[src/design/sef_pkg.sv]
// sef_pkg: shared types, codes and text tables for the sse event framer
// used by sef_plan, sef_emit and the top level; depends on nothing
`timescale 1ns / 1ps

package sef_pkg;

	// default number of bytes held for the event name and for the id
	localparam int FIELD_MAX_DEF = 16;

	// input operation codes
	typedef enum logic [2:0] {
		OP_EVT_BYTE = 3'd0,
		OP_ID_BYTE  = 3'd1,
		OP_DATA     = 3'd2,
		OP_CMT      = 3'd3,
		OP_FIN_EVT  = 3'd4,
		OP_FIN_CMT  = 3'd5
	} op_t;

	// status codes
	localparam logic [1:0] ST_OK        = 2'd0;
	localparam logic [1:0] ST_FORBIDDEN = 2'd1;
	localparam logic [1:0] ST_TOO_LONG  = 2'd2;

	// special characters
	localparam logic [7:0] CH_NUL = 8'h00;
	localparam logic [7:0] CH_LF  = 8'h0a;
	localparam logic [7:0] CH_CR  = 8'h0d;

	// fixed texts of the frame
	typedef enum logic [2:0] {
		TXT_EVENT,
		TXT_ID,
		TXT_DATA,
		TXT_DATA_BARE,
		TXT_CMT,
		TXT_CMT_BARE
	} txt_sel_t;

	// emitter sequencer states, in output order
	typedef enum logic [3:0] {
		EM_IDLE,
		EM_EVT_TXT,
		EM_EVT_FLD,
		EM_EVT_NL,
		EM_ID_TXT,
		EM_ID_FLD,
		EM_ID_NL,
		EM_PFX_TXT,
		EM_BODY,
		EM_NL,
		EM_NL2,
		EM_REJECT
	} emit_state_t;

	// what one accepted item asks the emitter to produce
	typedef struct packed {
		logic       hdr_evt;
		logic       hdr_id;
		logic       pfx;
		logic       cmt;
		logic       bare;
		logic       body;
		logic       nl;
		logic       nl2;
		logic       reject;
		logic [1:0] status;
		logic [7:0] body_byte;
	} plan_t;

	// length of a fixed text
	function automatic logic [2:0] txt_len(txt_sel_t sel);
		logic [2:0] len;
		unique case (sel)
			TXT_EVENT:     len = 3'd7;
			TXT_ID:        len = 3'd4;
			TXT_DATA:      len = 3'd6;
			TXT_DATA_BARE: len = 3'd5;
			TXT_CMT:       len = 3'd2;
			TXT_CMT_BARE:  len = 3'd1;
			default:       len = 3'd1;
		endcase
		return len;
	endfunction

	// one character of a fixed text, texts stored left aligned
	function automatic logic [7:0] txt_char(txt_sel_t sel, logic [2:0] idx);
		logic [55:0] s;
		logic [55:0] sh;
		unique case (sel)
			TXT_EVENT:     s = "event: ";
			TXT_ID:        s = {"id: ", 24'h0};
			TXT_DATA:      s = {"data: ", 8'h0};
			TXT_DATA_BARE: s = {"data:", 16'h0};
			TXT_CMT:       s = {": ", 40'h0};
			TXT_CMT_BARE:  s = {":", 48'h0};
			default:       s = 56'h0;
		endcase
		sh = s << {idx, 3'b000};
		return sh[55:48];
	endfunction

endpackage

[src/design/sef_field_mem.sv]
// sef_field_mem: synchronous store for event name and id bytes
// one write port, one read port with registered data; uses no package
`timescale 1ns / 1ps

module sef_field_mem #(
	parameter int DEPTH = 32,
	localparam int AW = (DEPTH > 1) ? $clog2(DEPTH) : 1
) (
	input  logic          clk,
	input  logic          wr_en,
	input  logic [AW-1:0] wr_addr,
	input  logic [7:0]    wr_data,
	input  logic [AW-1:0] rd_addr,
	output logic [7:0]    rd_data
);

	logic [7:0] mem [DEPTH];
	logic [7:0] rd_data_q;

	// write port
	always_ff @(posedge clk) begin
		if (wr_en) begin
			mem[wr_addr] <= wr_data;
		end
	end

	// read port, registered read data
	always_ff @(posedge clk) begin
		rd_data_q <= mem[rd_addr];
	end

	assign rd_data = rd_data_q;

endmodule

[src/design/sef_plan.sv]
// sef_plan: input transfer, frame state and per-item output plan
// writes field bytes into the field store; uses sef_pkg
`timescale 1ns / 1ps

module sef_plan #(
	parameter int FIELD_MAX = sef_pkg::FIELD_MAX_DEF,
	localparam int LEN_W = $clog2(FIELD_MAX + 1),
	localparam int AW = $clog2(2 * FIELD_MAX)
) (
	input  logic                clk,
	input  logic                arst_n,
	input  logic                in_valid,
	output logic                in_ready,
	input  logic [2:0]          op,
	input  logic [7:0]          in_byte,
	input  logic                free,
	input  logic                take,
	output logic                plan_valid,
	output sef_pkg::plan_t      plan,
	output logic [LEN_W-1:0]    evt_len,
	output logic [LEN_W-1:0]    id_len,
	output logic                wr_en,
	output logic [AW-1:0]       wr_addr,
	output logic [7:0]          wr_data
);

	logic [LEN_W-1:0] evt_cnt_q, id_cnt_q, evt_cnt_d, id_cnt_d;
	logic [1:0]       reject_q, reject_d;
	logic             hdr_done_q, hdr_done_d;
	logic             line_start_q, line_start_d;
	logic             pend_cr_q, pend_cr_d;
	logic             plan_valid_q;
	logic             plan_go;
	logic             accept;
	logic             is_id;
	logic             is_term;
	logic             skip_lf;
	logic [LEN_W-1:0] cur_len;
	sef_pkg::plan_t   plan_c, plan_q;
	logic [LEN_W-1:0] evt_len_s1, id_len_s1;

	assign in_ready = !plan_valid_q && free;
	assign accept   = in_valid && in_ready;

	assign is_id   = (sef_pkg::op_t'(op) == sef_pkg::OP_ID_BYTE);
	assign cur_len = is_id ? id_cnt_q : evt_cnt_q;
	assign is_term = (in_byte == sef_pkg::CH_CR) || (in_byte == sef_pkg::CH_LF);
	assign skip_lf = pend_cr_q && (in_byte == sef_pkg::CH_LF);

	// decode the item: next frame state, plan and field store write
	always_comb begin
		evt_cnt_d    = evt_cnt_q;
		id_cnt_d     = id_cnt_q;
		reject_d     = reject_q;
		hdr_done_d   = hdr_done_q;
		line_start_d = line_start_q;
		pend_cr_d    = pend_cr_q;
		plan_c       = '0;
		plan_c.body_byte = in_byte;
		plan_c.status    = reject_q;
		plan_go      = 1'b0;
		wr_en        = 1'b0;
		wr_addr      = (is_id ? AW'(FIELD_MAX) : AW'(0)) + AW'(cur_len);
		wr_data      = in_byte;
		unique case (sef_pkg::op_t'(op)) inside
			sef_pkg::OP_EVT_BYTE, sef_pkg::OP_ID_BYTE: begin
				if (reject_q == sef_pkg::ST_OK && !hdr_done_q) begin
					if (is_term || in_byte == sef_pkg::CH_NUL) begin
						reject_d = sef_pkg::ST_FORBIDDEN;
					end else if (cur_len >= LEN_W'(FIELD_MAX)) begin
						reject_d = sef_pkg::ST_TOO_LONG;
					end else begin
						wr_en = accept;
						if (is_id) begin
							id_cnt_d = id_cnt_q + LEN_W'(1);
						end else begin
							evt_cnt_d = evt_cnt_q + LEN_W'(1);
						end
					end
				end
			end
			sef_pkg::OP_DATA, sef_pkg::OP_CMT: begin
				if (reject_q == sef_pkg::ST_OK) begin
					plan_c.hdr_evt = !hdr_done_q && (evt_cnt_q != '0);
					plan_c.hdr_id  = !hdr_done_q && (id_cnt_q != '0);
					plan_c.cmt     = (sef_pkg::op_t'(op) == sef_pkg::OP_CMT);
					hdr_done_d     = 1'b1;
					pend_cr_d      = 1'b0;
					if (!skip_lf) begin
						plan_c.pfx = line_start_q;
						if (is_term) begin
							plan_c.bare  = 1'b1;
							plan_c.nl    = 1'b1;
							line_start_d = 1'b1;
							pend_cr_d    = (in_byte == sef_pkg::CH_CR);
						end else begin
							plan_c.body  = 1'b1;
							line_start_d = 1'b0;
						end
					end
					plan_go = plan_c.hdr_evt || plan_c.hdr_id || plan_c.pfx ||
						plan_c.body || plan_c.nl;
				end
			end
			sef_pkg::OP_FIN_EVT, sef_pkg::OP_FIN_CMT: begin
				plan_go = 1'b1;
				if (reject_q != sef_pkg::ST_OK) begin
					plan_c.reject = 1'b1;
				end else begin
					plan_c.hdr_evt = !hdr_done_q && (evt_cnt_q != '0);
					plan_c.hdr_id  = !hdr_done_q && (id_cnt_q != '0);
					plan_c.cmt     = (sef_pkg::op_t'(op) == sef_pkg::OP_FIN_CMT);
					plan_c.pfx     = line_start_q;
					plan_c.bare    = 1'b1;
					plan_c.nl      = 1'b1;
					plan_c.nl2     = 1'b1;
				end
				evt_cnt_d    = '0;
				id_cnt_d     = '0;
				reject_d     = sef_pkg::ST_OK;
				hdr_done_d   = 1'b0;
				line_start_d = 1'b1;
				pend_cr_d    = 1'b0;
			end
			default: begin
			end
		endcase
	end

	// frame state
	always_ff @(posedge clk or negedge arst_n) begin
		if (!arst_n) begin
			evt_cnt_q    <= '0;
			id_cnt_q     <= '0;
			reject_q     <= sef_pkg::ST_OK;
			hdr_done_q   <= 1'b0;
			line_start_q <= 1'b1;
			pend_cr_q    <= 1'b0;
			plan_valid_q <= 1'b0;
		end else begin
			if (accept) begin
				evt_cnt_q    <= evt_cnt_d;
				id_cnt_q     <= id_cnt_d;
				reject_q     <= reject_d;
				hdr_done_q   <= hdr_done_d;
				line_start_q <= line_start_d;
				pend_cr_q    <= pend_cr_d;
				plan_valid_q <= plan_go;
			end else if (take) begin
				plan_valid_q <= 1'b0;
			end
		end
	end

	// plan and length snapshot for the emitter
	always_ff @(posedge clk) begin
		if (accept) begin
			plan_q     <= plan_c;
			evt_len_s1 <= evt_cnt_q;
			id_len_s1  <= id_cnt_q;
		end
	end

	assign plan_valid = plan_valid_q;
	assign plan       = plan_q;
	assign evt_len    = evt_len_s1;
	assign id_len     = id_len_s1;

endmodule

[src/design/sef_emit.sv]
// sef_emit: output sequencer and output register of the sse event framer
// reads field bytes from the field store; uses sef_pkg
`timescale 1ns / 1ps

module sef_emit #(
	parameter int FIELD_MAX = sef_pkg::FIELD_MAX_DEF,
	localparam int LEN_W = $clog2(FIELD_MAX + 1),
	localparam int AW = $clog2(2 * FIELD_MAX)
) (
	input  logic             clk,
	input  logic             arst_n,
	input  logic             plan_valid,
	input  sef_pkg::plan_t   plan,
	input  logic [LEN_W-1:0] evt_len,
	input  logic [LEN_W-1:0] id_len,
	output logic             take,
	output logic             free,
	output logic [AW-1:0]    rd_addr,
	input  logic [7:0]       rd_data,
	output logic             out_valid,
	input  logic             out_ready,
	output logic [7:0]       out_byte,
	output logic             has_byte,
	output logic             frame_end,
	output logic [1:0]       status,
	output logic             run_last
);

	localparam int CW = (LEN_W > 3) ? LEN_W : 3;

	sef_pkg::emit_state_t state_q, state_d, succ;
	sef_pkg::emit_state_t first, after_evt, after_id, after_pfx, after_body, after_nl;
	sef_pkg::txt_sel_t    sel;
	logic [CW-1:0]        cnt_q, cnt_d, cnt_succ;
	logic                 advance;
	logic                 txt_last;
	logic                 fld_last;
	logic [7:0]           byte_c;
	logic                 has_c, fe_c;
	logic [1:0]           st_c;
	logic                 out_valid_q;
	logic [7:0]           out_byte_q;
	logic                 has_byte_q, frame_end_q, run_last_q;
	logic [1:0]           status_q;

	// text selection for the current state
	always_comb begin
		unique case (state_q)
			sef_pkg::EM_EVT_TXT: sel = sef_pkg::TXT_EVENT;
			sef_pkg::EM_ID_TXT:  sel = sef_pkg::TXT_ID;
			default: begin
				if (plan.cmt) begin
					sel = plan.bare ? sef_pkg::TXT_CMT_BARE : sef_pkg::TXT_CMT;
				end else begin
					sel = plan.bare ? sef_pkg::TXT_DATA_BARE : sef_pkg::TXT_DATA;
				end
			end
		endcase
	end

	assign txt_last = (cnt_q == CW'(sef_pkg::txt_len(sel)) - CW'(1));
	assign fld_last = (state_q == sef_pkg::EM_ID_FLD) ?
		(cnt_q == CW'(id_len) - CW'(1)) : (cnt_q == CW'(evt_len) - CW'(1));
	assign advance  = (state_q != sef_pkg::EM_IDLE) && (!out_valid_q || out_ready);

	// next state
	always_comb begin
		after_nl   = plan.nl2 ? sef_pkg::EM_NL2 : sef_pkg::EM_IDLE;
		after_body = plan.nl ? sef_pkg::EM_NL : after_nl;
		after_pfx  = plan.body ? sef_pkg::EM_BODY : after_body;
		after_id   = plan.pfx ? sef_pkg::EM_PFX_TXT : after_pfx;
		after_evt  = plan.hdr_id ? sef_pkg::EM_ID_TXT : after_id;
		first      = plan.reject ? sef_pkg::EM_REJECT :
			(plan.hdr_evt ? sef_pkg::EM_EVT_TXT : after_evt);
		unique case (state_q)
			sef_pkg::EM_IDLE:    succ = first;
			sef_pkg::EM_EVT_TXT: succ = txt_last ? sef_pkg::EM_EVT_FLD : sef_pkg::EM_EVT_TXT;
			sef_pkg::EM_EVT_FLD: succ = fld_last ? sef_pkg::EM_EVT_NL : sef_pkg::EM_EVT_FLD;
			sef_pkg::EM_EVT_NL:  succ = after_evt;
			sef_pkg::EM_ID_TXT:  succ = txt_last ? sef_pkg::EM_ID_FLD : sef_pkg::EM_ID_TXT;
			sef_pkg::EM_ID_FLD:  succ = fld_last ? sef_pkg::EM_ID_NL : sef_pkg::EM_ID_FLD;
			sef_pkg::EM_ID_NL:   succ = after_id;
			sef_pkg::EM_PFX_TXT: succ = txt_last ? after_pfx : sef_pkg::EM_PFX_TXT;
			sef_pkg::EM_BODY:    succ = after_body;
			sef_pkg::EM_NL:      succ = after_nl;
			sef_pkg::EM_NL2:     succ = sef_pkg::EM_IDLE;
			sef_pkg::EM_REJECT:  succ = sef_pkg::EM_IDLE;
			default:             succ = sef_pkg::EM_IDLE;
		endcase
		cnt_succ = (succ == state_q) ? cnt_q + CW'(1) : '0;
		if (state_q == sef_pkg::EM_IDLE) begin
			state_d = plan_valid ? first : sef_pkg::EM_IDLE;
			cnt_d   = '0;
		end else if (advance) begin
			state_d = succ;
			cnt_d   = cnt_succ;
		end else begin
			state_d = state_q;
			cnt_d   = cnt_q;
		end
	end

	assign take = (state_q == sef_pkg::EM_IDLE) && plan_valid;
	assign free = (state_q == sef_pkg::EM_IDLE) || (advance && succ == sef_pkg::EM_IDLE);

	// field store address follows the next state so data is ready in time
	always_comb begin
		unique case (state_d)
			sef_pkg::EM_EVT_FLD: rd_addr = AW'(cnt_d);
			sef_pkg::EM_ID_FLD:  rd_addr = AW'(cnt_d) + AW'(FIELD_MAX);
			default:             rd_addr = '0;
		endcase
	end

	// result item of the current state
	always_comb begin
		byte_c = 8'h00;
		has_c  = 1'b1;
		fe_c   = 1'b0;
		st_c   = sef_pkg::ST_OK;
		unique case (state_q) inside
			sef_pkg::EM_EVT_TXT, sef_pkg::EM_ID_TXT, sef_pkg::EM_PFX_TXT:
				byte_c = sef_pkg::txt_char(sel, cnt_q[2:0]);
			sef_pkg::EM_EVT_FLD, sef_pkg::EM_ID_FLD:
				byte_c = rd_data;
			sef_pkg::EM_EVT_NL, sef_pkg::EM_ID_NL, sef_pkg::EM_NL:
				byte_c = sef_pkg::CH_LF;
			sef_pkg::EM_BODY:
				byte_c = plan.body_byte;
			sef_pkg::EM_NL2: begin
				byte_c = sef_pkg::CH_LF;
				fe_c   = 1'b1;
			end
			sef_pkg::EM_REJECT: begin
				has_c = 1'b0;
				fe_c  = 1'b1;
				st_c  = plan.status;
			end
			default: has_c = 1'b0;
		endcase
	end

	// sequencer registers
	always_ff @(posedge clk or negedge arst_n) begin
		if (!arst_n) begin
			state_q <= sef_pkg::EM_IDLE;
			cnt_q   <= '0;
		end else begin
			state_q <= state_d;
			cnt_q   <= cnt_d;
		end
	end

	// output register
	always_ff @(posedge clk or negedge arst_n) begin
		if (!arst_n) begin
			out_valid_q <= 1'b0;
		end else if (advance) begin
			out_valid_q <= 1'b1;
		end else if (out_ready) begin
			out_valid_q <= 1'b0;
		end
	end

	always_ff @(posedge clk) begin
		if (advance) begin
			out_byte_q  <= byte_c;
			has_byte_q  <= has_c;
			frame_end_q <= fe_c;
			status_q    <= st_c;
			run_last_q  <= (succ == sef_pkg::EM_IDLE);
		end
	end

	assign out_valid = out_valid_q;
	assign out_byte  = out_byte_q;
	assign has_byte  = has_byte_q;
	assign frame_end = frame_end_q;
	assign status    = status_q;
	assign run_last  = run_last_q;

endmodule

[src/design/sse_event_framer_unit.sv]
// sse_event_framer_unit: top level of the sse event framer
// ties together sef_plan, sef_field_mem and sef_emit; uses sef_pkg
`timescale 1ns / 1ps
//
// channel  signals                                           direction
// input    in_valid, in_ready, op, in_byte                   consumer
// output   out_valid, out_ready, out_byte, has_byte,         producer
//          frame_end, status, run_last
//
// an event or id byte only updates frame state and the field store; an item with
// results is registered as a plan, then the output sequencer emits its results,
// one result a cycle while the output is not stalled
// field bytes come from a synchronous store addressed from the sequencer's state_d
// reset clears frame state and the sequencer; the field store is not cleared
// a stalled output holds the sequencer; the next item is taken no earlier
// than the edge that loads the current item's last result into the output register

module sse_event_framer_unit #(
	parameter int FIELD_MAX = sef_pkg::FIELD_MAX_DEF
) (
	input  logic       clk,
	input  logic       arst_n,
	input  logic       in_valid,
	output logic       in_ready,
	input  logic [2:0] op,
	input  logic [7:0] in_byte,
	output logic       out_valid,
	input  logic       out_ready,
	output logic [7:0] out_byte,
	output logic       has_byte,
	output logic       frame_end,
	output logic [1:0] status,
	output logic       run_last
);

	localparam int LEN_W = $clog2(FIELD_MAX + 1);
	localparam int AW    = $clog2(2 * FIELD_MAX);

	logic             free;
	logic             take;
	logic             plan_valid;
	sef_pkg::plan_t   plan;
	logic [LEN_W-1:0] evt_len;
	logic [LEN_W-1:0] id_len;
	logic             wr_en;
	logic [AW-1:0]    wr_addr;
	logic [7:0]       wr_data;
	logic [AW-1:0]    rd_addr;
	logic [7:0]       rd_data;

	// input transfer and frame state
	sef_plan #(
		.FIELD_MAX(FIELD_MAX)
	) u_plan (
		.clk       (clk),
		.arst_n    (arst_n),
		.in_valid  (in_valid),
		.in_ready  (in_ready),
		.op        (op),
		.in_byte   (in_byte),
		.free      (free),
		.take      (take),
		.plan_valid(plan_valid),
		.plan      (plan),
		.evt_len   (evt_len),
		.id_len    (id_len),
		.wr_en     (wr_en),
		.wr_addr   (wr_addr),
		.wr_data   (wr_data)
	);

	// event name bytes then id bytes
	sef_field_mem #(
		.DEPTH(2 * FIELD_MAX)
	) u_mem (
		.clk    (clk),
		.wr_en  (wr_en),
		.wr_addr(wr_addr),
		.wr_data(wr_data),
		.rd_addr(rd_addr),
		.rd_data(rd_data)
	);

	// output sequencer
	sef_emit #(
		.FIELD_MAX(FIELD_MAX)
	) u_emit (
		.clk       (clk),
		.arst_n    (arst_n),
		.plan_valid(plan_valid),
		.plan      (plan),
		.evt_len   (evt_len),
		.id_len    (id_len),
		.take      (take),
		.free      (free),
		.rd_addr   (rd_addr),
		.rd_data   (rd_data),
		.out_valid (out_valid),
		.out_ready (out_ready),
		.out_byte  (out_byte),
		.has_byte  (has_byte),
		.frame_end (frame_end),
		.status    (status),
		.run_last  (run_last)
	);

endmodule
[config.mk]
export PLATFORM = sky130hd
export DESIGN_NAME = sse_event_framer_unit
export DESIGN_NICKNAME = d
export VERILOG_FILES = /design/src/design/sef_pkg.sv /design/src/design/sef_field_mem.sv /design/src/design/sef_plan.sv /design/src/design/sef_emit.sv /design/src/design/sse_event_framer_unit.sv
export SDC_FILE = /design/constraint.sdc
export NUM_CORES = 1
export LEC_CHECK = 0
export ABC_CLOCK_PERIOD_IN_PS = 12300
export BUFFER_PORTS_ARGS = -buffer_cell sky130_fd_sc_hd__buf_2
export CORE_ASPECT_RATIO = 0.75
export CORE_UTILIZATION = 40
export CTS_CLUSTER_DIAMETER = 80
export DETAILED_ROUTE_END_ITERATION = 16
export MAX_ROUTING_LAYER = met4
export PLACE_DENSITY_LB_ADDON = 0.15
export SYNTH_ARGS = -nofsm -noshare
export SYNTH_HDL_FRONTEND = slang
export SYNTH_SLANG_ARGS = --single-unit
[constraint.sdc]
create_clock -name clk -period 12.3 [get_ports clk]
set_input_delay 1.23 -clock clk [delete_from_list [all_inputs] [get_ports clk]]
set_output_delay 1.23 -clock clk [all_outputs]
set_load 0.1 [all_outputs]
==> results of run 1 <==
==> state kept, by name, summed over array words and instances (netlist names), 2 cells and up <==
signal,count
u_emit.status,2
u_emit.state_q,4
u_plan.evt_cnt_q,5
u_plan.id_len,5
u_plan.reject_q,2
u_plan.plan,18
u_emit.cnt_q,5
u_plan.id_cnt_q,5
u_mem.mem,256
u_emit.out_byte,8
u_mem.rd_data,8
u_plan.evt_len,5
==> where the power goes <==
group / switching (mW) / internal (mW)
clock network: 0.435 / 0.598
logic: 0.826 / 0.333
registers: 0.0927 / 1.34
total: 1.35 / 2.27
==> metal layers <==
layer  GRT usage  wire [µm]  share of wire  up-vias
li1            -          -              -     4530
met1       0.351      20800           0.51     4958
met2       0.291      16500           0.40      370
met3      0.0483       3040          0.074       45
met4      0.0565        614          0.015        0
met5           -          0              0        -
==> synth_stat cells (26+ instances only) <==
master / n
nand3_1: 28
nor3_1: 38
a21oi_1: 45
nand2_1: 121
o21ai_0: 39
nor2_1: 101
clkbuf_1: 32
inv_1: 26
a211oi_1: 35
mux2i_1: 69
a31oi_1: 29
edfxtp_1: 297
==> through the flow <==
step | util | instances | setup slack, ns | power, mW
2_1_floorplan | - | 1168 | 6.10 | 2.29
3_3_place_gp | 0.427 | 1648 | 6.09 | 2.60
3_5_place_dp | 0.427 | 1648 | 6.02 | 2.60
4_1_cts | 0.458 | 1710 | 5.94 | 3.64
5_1_grt | 0.458 | 1713 | 5.57 | 3.79
6_report | 0.458 | 1713 | 5.95 | 3.62
==> how the worst min path moves through the flow <==
| stage | from | to | slack, ns |
|---|---|---|---|
| after floorplan | u_plan.evt_cnt_q[3] | u_plan.evt_len[3] | 0.42 |
| after global placement | u_plan.pend_cr_q | u_plan.pend_cr_q | 0.47 |
| after detailed placement | u_plan.pend_cr_q | u_plan.pend_cr_q | 0.48 |
| after CTS | u_plan.pend_cr_q | u_plan.pend_cr_q | 0.49 |
| after global routing | u_plan.line_start_q | u_plan.line_start_q | 0.53 |
| final | u_plan.pend_cr_q | u_plan.pend_cr_q | 0.49 |
==> worst reg2reg max path: cells and delay by family (launching register included) <==
family | cells | cell delay (ns)
fa+ha+maj | 1 | 0.27
compound gates | 4 | 0.77
xor+xnor | 2 | 0.47
buf+inv | 2 | 0.38
flops | 1 | 0.66
simple gates | 5 | 2.40
mux | 4 | 1.23
==> layout make-up <==
type | instances | share of cell area
Tap cell | 496 | 0.0375
Clock buffer | 47 | 0.0588
Sequential cell | 331 | 0.588
Clock inverter | 15 | 0.00763
Inverter | 27 | 0.00612
Timing Repair Buffer | 47 | 0.0169
Antenna cell | 3 | 0.000453
Multi-Input combinational cell | 747 | 0.285
==> cell families after synthesis <==
| family | share of synthesized area |
|---|---|
| buffers and inverters | 0.0278 |
| and+or+nand+nor | 0.127 |
| AOI/OAI and AO/OA | 0.119 |
| muxes | 0.0541 |
| xor gates and xnor gates | 0.00885 |
| adders and majority gates | 0.00759 |
| DFF | 0.656 |
==> results.py, run 1 <==
metrics = {
    "status": {
        "outcome": "finished, final reports clean",
    },
    "die": {
        "die_w_um": 224,
        "io_pins": 30,
        "die_area_um2": 37900,
        "die_h_um": 169,
        "start_util": 0.410,
        "core_region_area_um2": 36200,
        "rows": 60,
    },
    "timing": {
        "slew_violations": 0,
        "fin_tns_setup_ns": 0,
        "rsz0062_at_grt": "no",
        "setup_viol": 0,
        "slew_headroom": 0.243,
        "finalHoldViolations": 0,
        "finalCritPeriodShare": 0.516,
        "min_period_ns": 6.35,
        "finClkSkew_ns": 0.00862,
        "whs_ns": 0.488,
        "fmax_ghz": 0.158,
        "worstMarginPinSlew_ns": 1.13,
    },
    "final_layout": {
        "syn2layout_area_growth_pct": 11.6,
        "drive_above_1_share": 0.105,
        "regArea_um2": 9730,
        "final_common_cell": "edfxtp_1",
        "multi_input_area_um2": 4720,
        "final_cell_mix": "edfxtp_1, nand2_1, nor2_1",
        "fin_area_um2": 16600,
        "fillers": 3339,
        "fin_nets": 1212,
    },
    "detailed_routing": {
        "drt_iter0_markers": 1318,
        "drc_errors": 0,
        "wl_per_cell_um": 23.9,
        "via_per_inst": 5.78,
        "ant_nets": 0,
        "wl_um": 40900,
        "via_count": 9903,
        "drtPass1Iterations": 5,
    },
    "synthesis": {
        "seq_area_frac_synth": 0.656,
        "syn_area_um2": 14800,
        "ys_warn_count": 0,
        "synth_top_area_share": 0.601,
        "synthTopCellsByArea": "edfxtp_1, mux2i_1, dfrtp_1",
        "ys.flop_type": "edfxtp_1",
        "synth_seq_cells": 331,
        "synth_fp_nets": 1192,
        "synth_cell_types": 80,
        "synth_async_sr_flop_share": 0.0785,
        "yosys.area.top_type": "edfxtp_1",
        "syn_area_per_cell_um2": 12.7,
        "synth_edf_count": 297,
        "synthCells": 1168,
    },
    "setup_path": {
        "worstSetupStartpointType": "flop",
        "path_depth": 18,
        "cp_max_fo": 38,
        "crit_start": "u_emit.state_q[3]",
        "crit_buf_inv": 2,
        "max_stage_delay_ns": 0.82,
        "cp_slowest_cell": "nand2_2",
        "crit_chain": "and4bb_1, mux2i_1, ha_1, nor3b_1, xor2_1, mux2i_1, xnor2_1, nor3_1, a211oi_2, mux2_2, a31oi_4, buf_4, inv_2, nand2_2, mux2i_1, o22ai_1, nor3_1, a32oi_1",
        "reg2reg_slack_ns": 5.95,
        "worst_ep_required_time_ns": 12.65,
        "crit_family": "simple AND/OR/NAND/NOR gates",
        "timing_worst_setup_path_type": "reg -> reg",
        "regToRegStartpoint": "u_emit.state_q[3]",
        "setup.worst_path.end": "u_mem.rd_data[0]",
        "rr_worst_depth": 18,
        "worst_setup_path_end_kind": "flop",
        "cp.arrival_ns": 6.69,
        "r2r-end": "u_mem.rd_data[0]",
        "path_common_cell": "mux2i_1",
    },
    "pwr": {
        "p_per_area_nw_per_um2": 219,
        "leakagePower_nw": 5.77,
        "ir_worst_vdd_uv": 122,
    },
    "global_route": {
        "grt-ovfl-total": 0,
        "grt_usage": 0.225,
        "grt_max_degree": 55,
        "antenna_found_initial": 4,
        "grt_pass1_vias": 9218,
        "grt_pass1_wl_um": 61300,
    },
    "place": {
        "hpwl_um": 27100,
        "io_buffers": 29,
        "gp_congestion": 0.906,
        "dpl_cell_area_um2": 15500,
    },
    "clock_tree": {
        "clockBufferDepth": 3,
        "clkSlewWorstSetupHoldPaths_ns": 0.06,
        "cts_sinks": 331,
        "ctsResizeCount": 0,
        "root_buffer": "clkbuf_16",
        "numCtsBuffers": 34,
        "clk_latency_ns": 0.53,
        "post_cts_buffers": 0,
        "cts_tree": "done",
        "postCtsHoldBufs": 0,
        "htreeDepth": 2,
    },
    "hold_path": {
        "whs_path_depth": 2,
        "hp-class": "reg -> reg",
    },
    "job": {
        "max_cap_violations": 0,
    },
}
No activity file was read; power rests on OpenSTA's default activity.
==> run 2: changes to the inputs <==
- ABC_AREA: default -> 1
- ABC_CLOCK_PERIOD_IN_PS: 12300 -> 5400
- clock period: 12.3 -> 5.4 ns (I/O delays scaled with it)
==> results.py, run 2 <==
metrics = {
    "status": {
        "outcome": "finished, final reports clean",
    },
    "synthesis": {
        "synth_fp_nets": 1664,
        "synth-compound-area-share": 0.0340,
        "synth-simple-area-share": 0.260,
        "ys_warn_count": 0,
        "synth_edf_count": 297,
        "synth_xor_area_frac": 0.00220,
        "seq_area_frac_synth": 0.611,
        "syn_area_um2": 15900,
        "synthCells": 1640,
        "yosys.area.top_type": "edfxtp_1",
        "syn_area_per_cell_um2": 9.70,
        "synth_top_area_share": 0.560,
        "synth_seq_cells": 331,
        "synth_commonest_cells": "nand3_1, nand2_1, edfxtp_1, inv_1, nor2_1",
        "synth_adder_area_share": 0.00708,
        "synthTopCellsByArea": "edfxtp_1, nand3_1, nand2_1",
        "yosysMostFrequentCell": "nand3_1",
        "synth_async_sr_flop_share": 0.0785,
        "ys.flop_type": "edfxtp_1",
        "synth_top_family_by_area": "simple AND/OR/NAND/NOR gates",
        "synth_cell_types": 44,
        "synthMuxAreaShare": 0,
    },
    "global_route": {
        "grt_max_degree": 130,
        "grt-ovfl-total": 0,
        "grt_pass1_vias": 11000,
        "antenna_found_initial": 1,
        "grt_usage": 0.234,
        "grt_pass1_wl_um": 69300,
    },
    "final_layout": {
        "syn2layout_area_growth_pct": 11.7,
        "fin_cells": 2209,
        "top_register": "u_mem.mem",
        "final_cell_mix": "nand3_1, nand2_1, edfxtp_1",
        "fin_area_um2": 17800,
        "fillers": 3666,
        "regArea_um2": 9730,
        "multi_input_area_um2": 4880,
        "final_common_cell": "nand3_1",
        "drive_above_1_share": 0.0931,
        "largest_reg_flops": 256,
        "final_util": 0.459,
        "diodes": 0,
        "fin_nets": 1696,
    },
    "setup_path": {
        "timing_worst_setup_path_type": "reg -> reg",
        "worst_ep_required_time_ns": 5.88,
        "worstSetupStartpointType": "flop",
        "reg2reg_slack_ns": 0.87,
        "cp.arrival_ns": 5.01,
        "worst_setup_path_end_kind": "flop",
        "cp_max_fo": 32,
    },
    "clock_tree": {
        "cts_tree": "done",
        "htreeDepth": 2,
        "root_buffer": "clkbuf_16",
        "cts_sinks": 331,
        "clockBufferDepth": 3,
        "post_cts_buffers": 0,
        "ctsResizeCount": 0,
        "clkSlewWorstSetupHoldPaths_ns": 0.06,
        "numCtsBuffers": 35,
        "clk_latency_ns": 0.54,
        "postCtsHoldBufs": 0,
    },
    "detailed_routing": {
        "via_per_inst": 5.29,
        "wl_um": 45400,
        "ant_nets": 0,
        "drt_iter0_markers": 1188,
        "wl_per_cell_um": 20.5,
        "drtPass1Iterations": 5,
        "via_count": 11700,
        "drc_errors": 0,
    },
    "die": {
        "die_area_um2": 40600,
        "core_region_area_um2": 38700,
        "die_h_um": 175,
        "rows": 62,
        "io_pins": 30,
        "die_w_um": 232,
        "start_util": 0.411,
    },
    "timing": {
        "finalCritPeriodShare": 0.838,
        "finalHoldViolations": 0,
        "rsz0062_at_grt": "no",
        "slew_headroom": 0.163,
        "setup_viol": 0,
        "finClkSkew_ns": 0.0266,
        "fmax_ghz": 0.221,
        "worstMarginPinSlew_ns": 1.24,
        "fin_ws_ns": 0.872,
        "fin_tns_setup_ns": 0,
        "slew_violations": 0,
        "whs_ns": 0.0688,
        "min_period_ns": 4.53,
    },
    "pwr": {
        "leakagePower_nw": 7.35,
        "ir_worst_vdd_uv": 465,
        "p_per_area_nw_per_um2": 538,
        "total_power_mw": 9.56,
    },
    "place": {
        "dp_slack_ns": 0.939,
        "hpwl_um": 29000,
        "place_inst": 2147,
        "io_buffers": 29,
        "gp_congestion": 0.907,
        "dpl_cell_area_um2": 16700,
    },
    "hold_path": {
        "hp-class": "in -> async",
    },
    "job": {
        "max_cap_violations": 0,
    },
}
run 2: changes by cell type after synthesis, sizes merged, moves of 18 or more:
cell	previous run	this run
a211oi	37	1
a21oi	46	24
a31oi	31	3
buf	31	59
clkbuf	32	8
inv	27	267
mux2i	70	0
nand2	122	313
nand3	29	326
nand3b	1	83
nor3	40	16
o22ai	19	1
run 2: routing by layer:
layer,track usage,wire length (µm),vias up
met5,-,0,-
met3,0.0382,3430,49
met4,0.0411,574,0
li1,-,-,5588
met2,0.327,19400,410
met1,0.357,22000,5646
run 2: kinds of logic (layout without fill, tap and decap cells):
logic type | count (synthesis) | after routing
AOI/OAI and AO/OA | 91 | 91
adders and majority gates | 9 | 9
xor gates and xnor gates | 4 | 4
and+or+nand+nor | 866 | 866
DFF | 331 | 331
buffers and inverters | 339 | 396
run 2: final cells by class:
cell class                      instances  share of cell area
Tap cell                              512              0.0360
Clock inverter                         15             0.00802
Timing Repair Buffer                   62              0.0242
Multi-Input combinational cell        970               0.274
Clock buffer                           47              0.0529
Inverter                              272              0.0574
Sequential cell                       331               0.547
run 2: power breakdown:
part / switching (mW) / internal [mW]
combinational: 3.03 / 0.906
clock: 1.02 / 1.33
sequential: 0.197 / 3.08
total: 4.24 / 5.32
run 2: final timing paths:
path,startpoint,endpoint,depth (start not counted)
min in group clk,in_byte[1],u_mem.mem[6][1],1
worst min-delay path,arst_n,u_plan.id_cnt_q[1],1
max in group asynchronous,arst_n,u_plan.pend_cr_q,1
worst max-delay path,u_emit.state_q[0],u_mem.rd_data[4],27
worst min register to register,u_plan.reject_q[1],u_plan.plan[9],0
worst max register to register,u_emit.state_q[0],u_mem.rd_data[4],27
run 2: worst max-delay path, cell delays in order (launching register included):
cell      delay (ns)
dfrtp_1         0.49
inv_2           0.11
nor2_4          0.19
nand2_2         0.13
nand2_1         0.09
nand2_1         0.12
ha_1            0.32
xor2_1          0.14
nand2_1         0.07
nor2_1          0.09
nand3_1         0.09
inv_1           0.08
nand4_1         0.12
nand3_1         0.15
nand2_1         0.06
nand2_1         0.06
inv_1           0.05
nand3_2         0.10
nand2_1         0.06
nand2_1         0.14
nor2_2          0.05
nand2_1         0.08
clkinv_1        0.82
nand3_1         0.50
nand3_1         0.11
nand2_1         0.12
nand2_1         0.07
nand2_1         0.06
